<file path="config.mk">
export PLATFORM = sky130hd
export DESIGN_NAME = skht_cmp
export DESIGN_NICKNAME = d
export VERILOG_FILES = /design/src/rtl/core/skht_pkg.sv /design/src/rtl/core/skht_cmp.sv
export SDC_FILE = /design/constraint.sdc
export NUM_CORES = 1
export LEC_CHECK = 0
export BUFFER_PORTS_ARGS = -buffer_cell sky130_fd_sc_hd__clkbuf_2
export CAP_MARGIN = 20
export CORE_ASPECT_RATIO = 1.25
export CORE_UTILIZATION = 42
export DETAILED_ROUTE_END_ITERATION = 10
export GPL_TIMING_DRIVEN = 0
export PLACE_DENSITY_LB_ADDON = 0.15
export SLEW_MARGIN = 20
export SYNTH_ARGS = -nofsm -noshare
export SYNTH_HDL_FRONTEND = slang
export SYNTH_SLANG_ARGS = --single-unit
export TNS_END_PERCENT = 1
</file>
<file path="constraint.sdc">
create_clock -name vclk -period 1.5
set_input_delay 0.15 -clock vclk [all_inputs]
set_output_delay 0.15 -clock vclk [all_outputs]
set_load 0.05 [all_outputs]
</file>
<file path="src/rtl/core/skht_pkg.sv">
`timescale 1ns / 1ps
// ----------------------------------------------------------------------------
// skht_pkg
// Shared widths, codes and types for the sorted key and handle table.
// ----------------------------------------------------------------------------
package skht_pkg;

    localparam int KEY_W            = 32;
    localparam int HANDLE_W         = 32;
    localparam int STATUS_W         = 2;
    localparam int DEFAULT_CAPACITY = 128;

    localparam int S_TDATA_W = KEY_W + HANDLE_W;
    localparam int M_TDATA_W = HANDLE_W;

    // request kinds, carried on s_tuser
    localparam logic OP_INSERT = 1'b0;
    localparam logic OP_LOOKUP = 1'b1;

    // result status, carried on m_tuser
    typedef logic [STATUS_W-1:0] status_t;
    localparam status_t ST_OK        = 2'd0;
    localparam status_t ST_NOT_FOUND = 2'd1;
    localparam status_t ST_FULL      = 2'd2;

    // outcome of the shared key comparator
    typedef struct packed {
        logic gt;   // stored key larger than the request key
        logic eq;   // stored key equal to the request key
    } cmp_res_t;

endpackage

</file>
<file path="src/rtl/core/skht_cmp.sv">
`timescale 1ns / 1ps
// ----------------------------------------------------------------------------
// skht_cmp
// Shared unsigned key comparator used by both the insert and lookup sweeps.
// ----------------------------------------------------------------------------
module skht_cmp (
    input  logic [skht_pkg::KEY_W-1:0] stored_key,
    input  logic [skht_pkg::KEY_W-1:0] req_key,
    output skht_pkg::cmp_res_t         res
);
    import skht_pkg::*;

    always_comb begin
        res.gt = (stored_key > req_key);
        res.eq = (stored_key == req_key);
    end

endmodule

</file>
==> flow_summary_export.csv <==
group,metric,value,unit
run_status,status,"finished, violations left",
run_status,failed_checks,"setup timing",
power_and_ir_drop,powerDensity,260,mW/mm^2
floorplanning,coreArea,0.00183,mm^2
sta,tns,-0.451,ns
floorplanning,ioPinCount,66,
floorplanning,start_util,45.9,%
logic_synthesis,synth_top_area_cell,"ha_1",
critical_path,crit_family,"compound AO/OA/AOI/OAI gates",
power_and_ir_drop,vdd_ir_drop_max,0.167,mV
placement,io_buffers,66,
layout,fin_nets,277,
critical_path,cp.arrival,1.60,ns
grt,grt_pass1_vias,1039,
layout,mostFrequentLayoutCells,"clkbuf_2, inv_1, ha_4, ha_1, a21oi_1",
logic_synthesis,yosys-top-cells-area,"ha_1, inv_1, a21oi_1",
route,drtIter0Drc,5,
logic_synthesis,synth_top_family_by_area,"adder cells",
logic_synthesis,syn-num-nets,206,
critical_path,start_kind,"input pin",
critical_path,cpPeakStageDelay,0.28,ns
grt,antenna_found_initial,0,
route,vias,1013,
sta,max_slew_margin,71.6,%
layout,syn2layout_area_growth,82.7,%
floorplanning,dieHeight,52.0,um
layout,instances_no_fill,198,
floorplanning,rows,17,
logic_synthesis,yosysWarnings,0,
critical_path,critPathMaxFanout,3,
logic_synthesis,synth_xor_area_share,0,%
sta,min_period,1.75,ns
critical_path,crit_buf_inv,4,
grt,track_usage,21.3,%
sta,setup_violations,2,
logic_synthesis,syn_area_per_cell,7.63,um^2
route,drc,0,
route,drtAntennaViolNets,0,
grt,grt_pass1_wl,3730,um
logic_synthesis,netlist_instances,110,
sta,rsz0062_at_grt,"true",
route,post_drt_via_cell_ratio,5.12,
floorplanning,fp.dieW,42.0,um
logic_synthesis,synthDistinctLibCells,22,
placement,dp_slack,-0.480,ns
layout,final_layout_size_suffix_gt1_share,63.1,%
layout,diodes,0,
critical_path,path_cells,"clkbuf_2 -> inv_1 -> ha_4 -> nand4_2 -> buf_4 -> a211oi_2 -> o41ai_4 -> a31oi_4 -> buf_8",
layout,finish.utilization,83.9,%
sta,final-hold-violation-count,0,
logic_synthesis,synth_top_area_share,47.7,%
layout,regArea,0,um^2
placement,dp_cells,195,
logic_synthesis,synthAdderAreaFrac,47.7,%
route,drtPass1Iterations,4,
floorplanning,die_area,0.00218,mm^2
min_path,min_path_type,"in2out",
critical_path,cp-end-kind,"output port",
grt,grt_max_degree,4,
layout,layout_commonest_cell,"clkbuf_2",
sta,fin_crit_sh,116,%
power_and_ir_drop,p_leak,0.830,nW
job,max_cap_viol_count,0,
critical_path,cp.required,1.35,ns
critical_path,slowest_stage,"ha_4",
sta,worst_slack,-0.247,ns
critical_path,criticalPathCategory,"in2out",
logic_synthesis,synthMuxAreaShare,0,%
grt,grt-ovfl-total,0,
placement,gp_congestion,0.691,
logic_synthesis,synth_simple_gate_area_share,18.0,%
logic_synthesis,synth-compound-area-share,20.0,%
layout,fin_area,0.00153,mm^2
power_and_ir_drop,p_total,0.399,mW
layout,seq_cell_count,0,
sta,drv_slew,0,
route,route.final.wire_length,2320,um
logic_synthesis,yosysSeqAreaShare,0,%
route,avgRoutedWirePerCell,11.7,um
placement,dp_hpwl,1970,um
layout,n_clock_buffer,0,
logic_synthesis,netlist_area,840,um^2
sta,fmax,0.573,GHz
sta,whs,0.920,ns
placement,placed_area,0.00141,mm^2
sta,worstMarginPinSlew,0.424,ns
[routing by layer]
| layer | vias up | global-route usage [%] | share of wire, % |
|---|---|---|---|
| li1 | 529 | - | - |
| met3 | 4 | 0.694 | 3.4 |
| met2 | 38 | 48.4 | 59 |
| met1 | 442 | 19.4 | 36 |
| met4 | 0 | 5.91 | 1.6 |
| met5 | - | 0 | 0 |
[cells in the mapped netlist]
library cell and n:
ha_1 32, inv_1 32, a21oi_1 10, nand3_1 6
nand4_1 6, a21o_1 5, a211oi_1 2, nand2_1 2
nand4_2 2, a21boi_0 1, a21boi_2 1, a21oi_2 1
a31oi_1 1, and3_1 1, and4_1 1, nor2_1 1
nor2b_1 1, nor3_1 1, nor4_4 1, o211ai_1 1
o31ai_1 1, o41ai_2 1
[worst paths after layout]
| path | slack, ns | depth (start not counted) | to | from |
|---|---|---|---|---|
| min | 0.92 | 5 | res[1] | stored_key[31] |
| max | -0.25 | 9 | res[1] | req_key[14] |
[cell families after synthesis]
| kind of cell | after synthesis |
|---|---|
| adders and majority gates | 32 |
| buffers and inverters | 32 |
| AOI/OAI and AO/OA | 24 |
| and+or+nand+nor | 22 |
[worst min-delay path, cell delays in order]
cell,delay (ns)
clkbuf_2,0.08
ha_1,0.14
a211oi_1,0.07
a31oi_4,0.18
buf_8,0.15
[cell type report]
class              count  area, um^2
fillers              115         295
well taps             19        23.8
inverters             32         148
repair buffers        69         372
multi-input cells     78         991
[repair_timing]
item	in CTS	in global routing
buffers inserted	3	0
setup endpoints to repair	2	2
pin swaps	10	1
hold buffers	0	0
resized for setup	10	4
hold endpoints to repair	0	0
[report_power, final]
group	leakage, nW	switching (mW)	internal (mW)
Clock	0	0	0
Combinational	0.830	0.192	0.207
Sequential	0	0	0
Note: power is estimated with default switching activity, not from simulation.
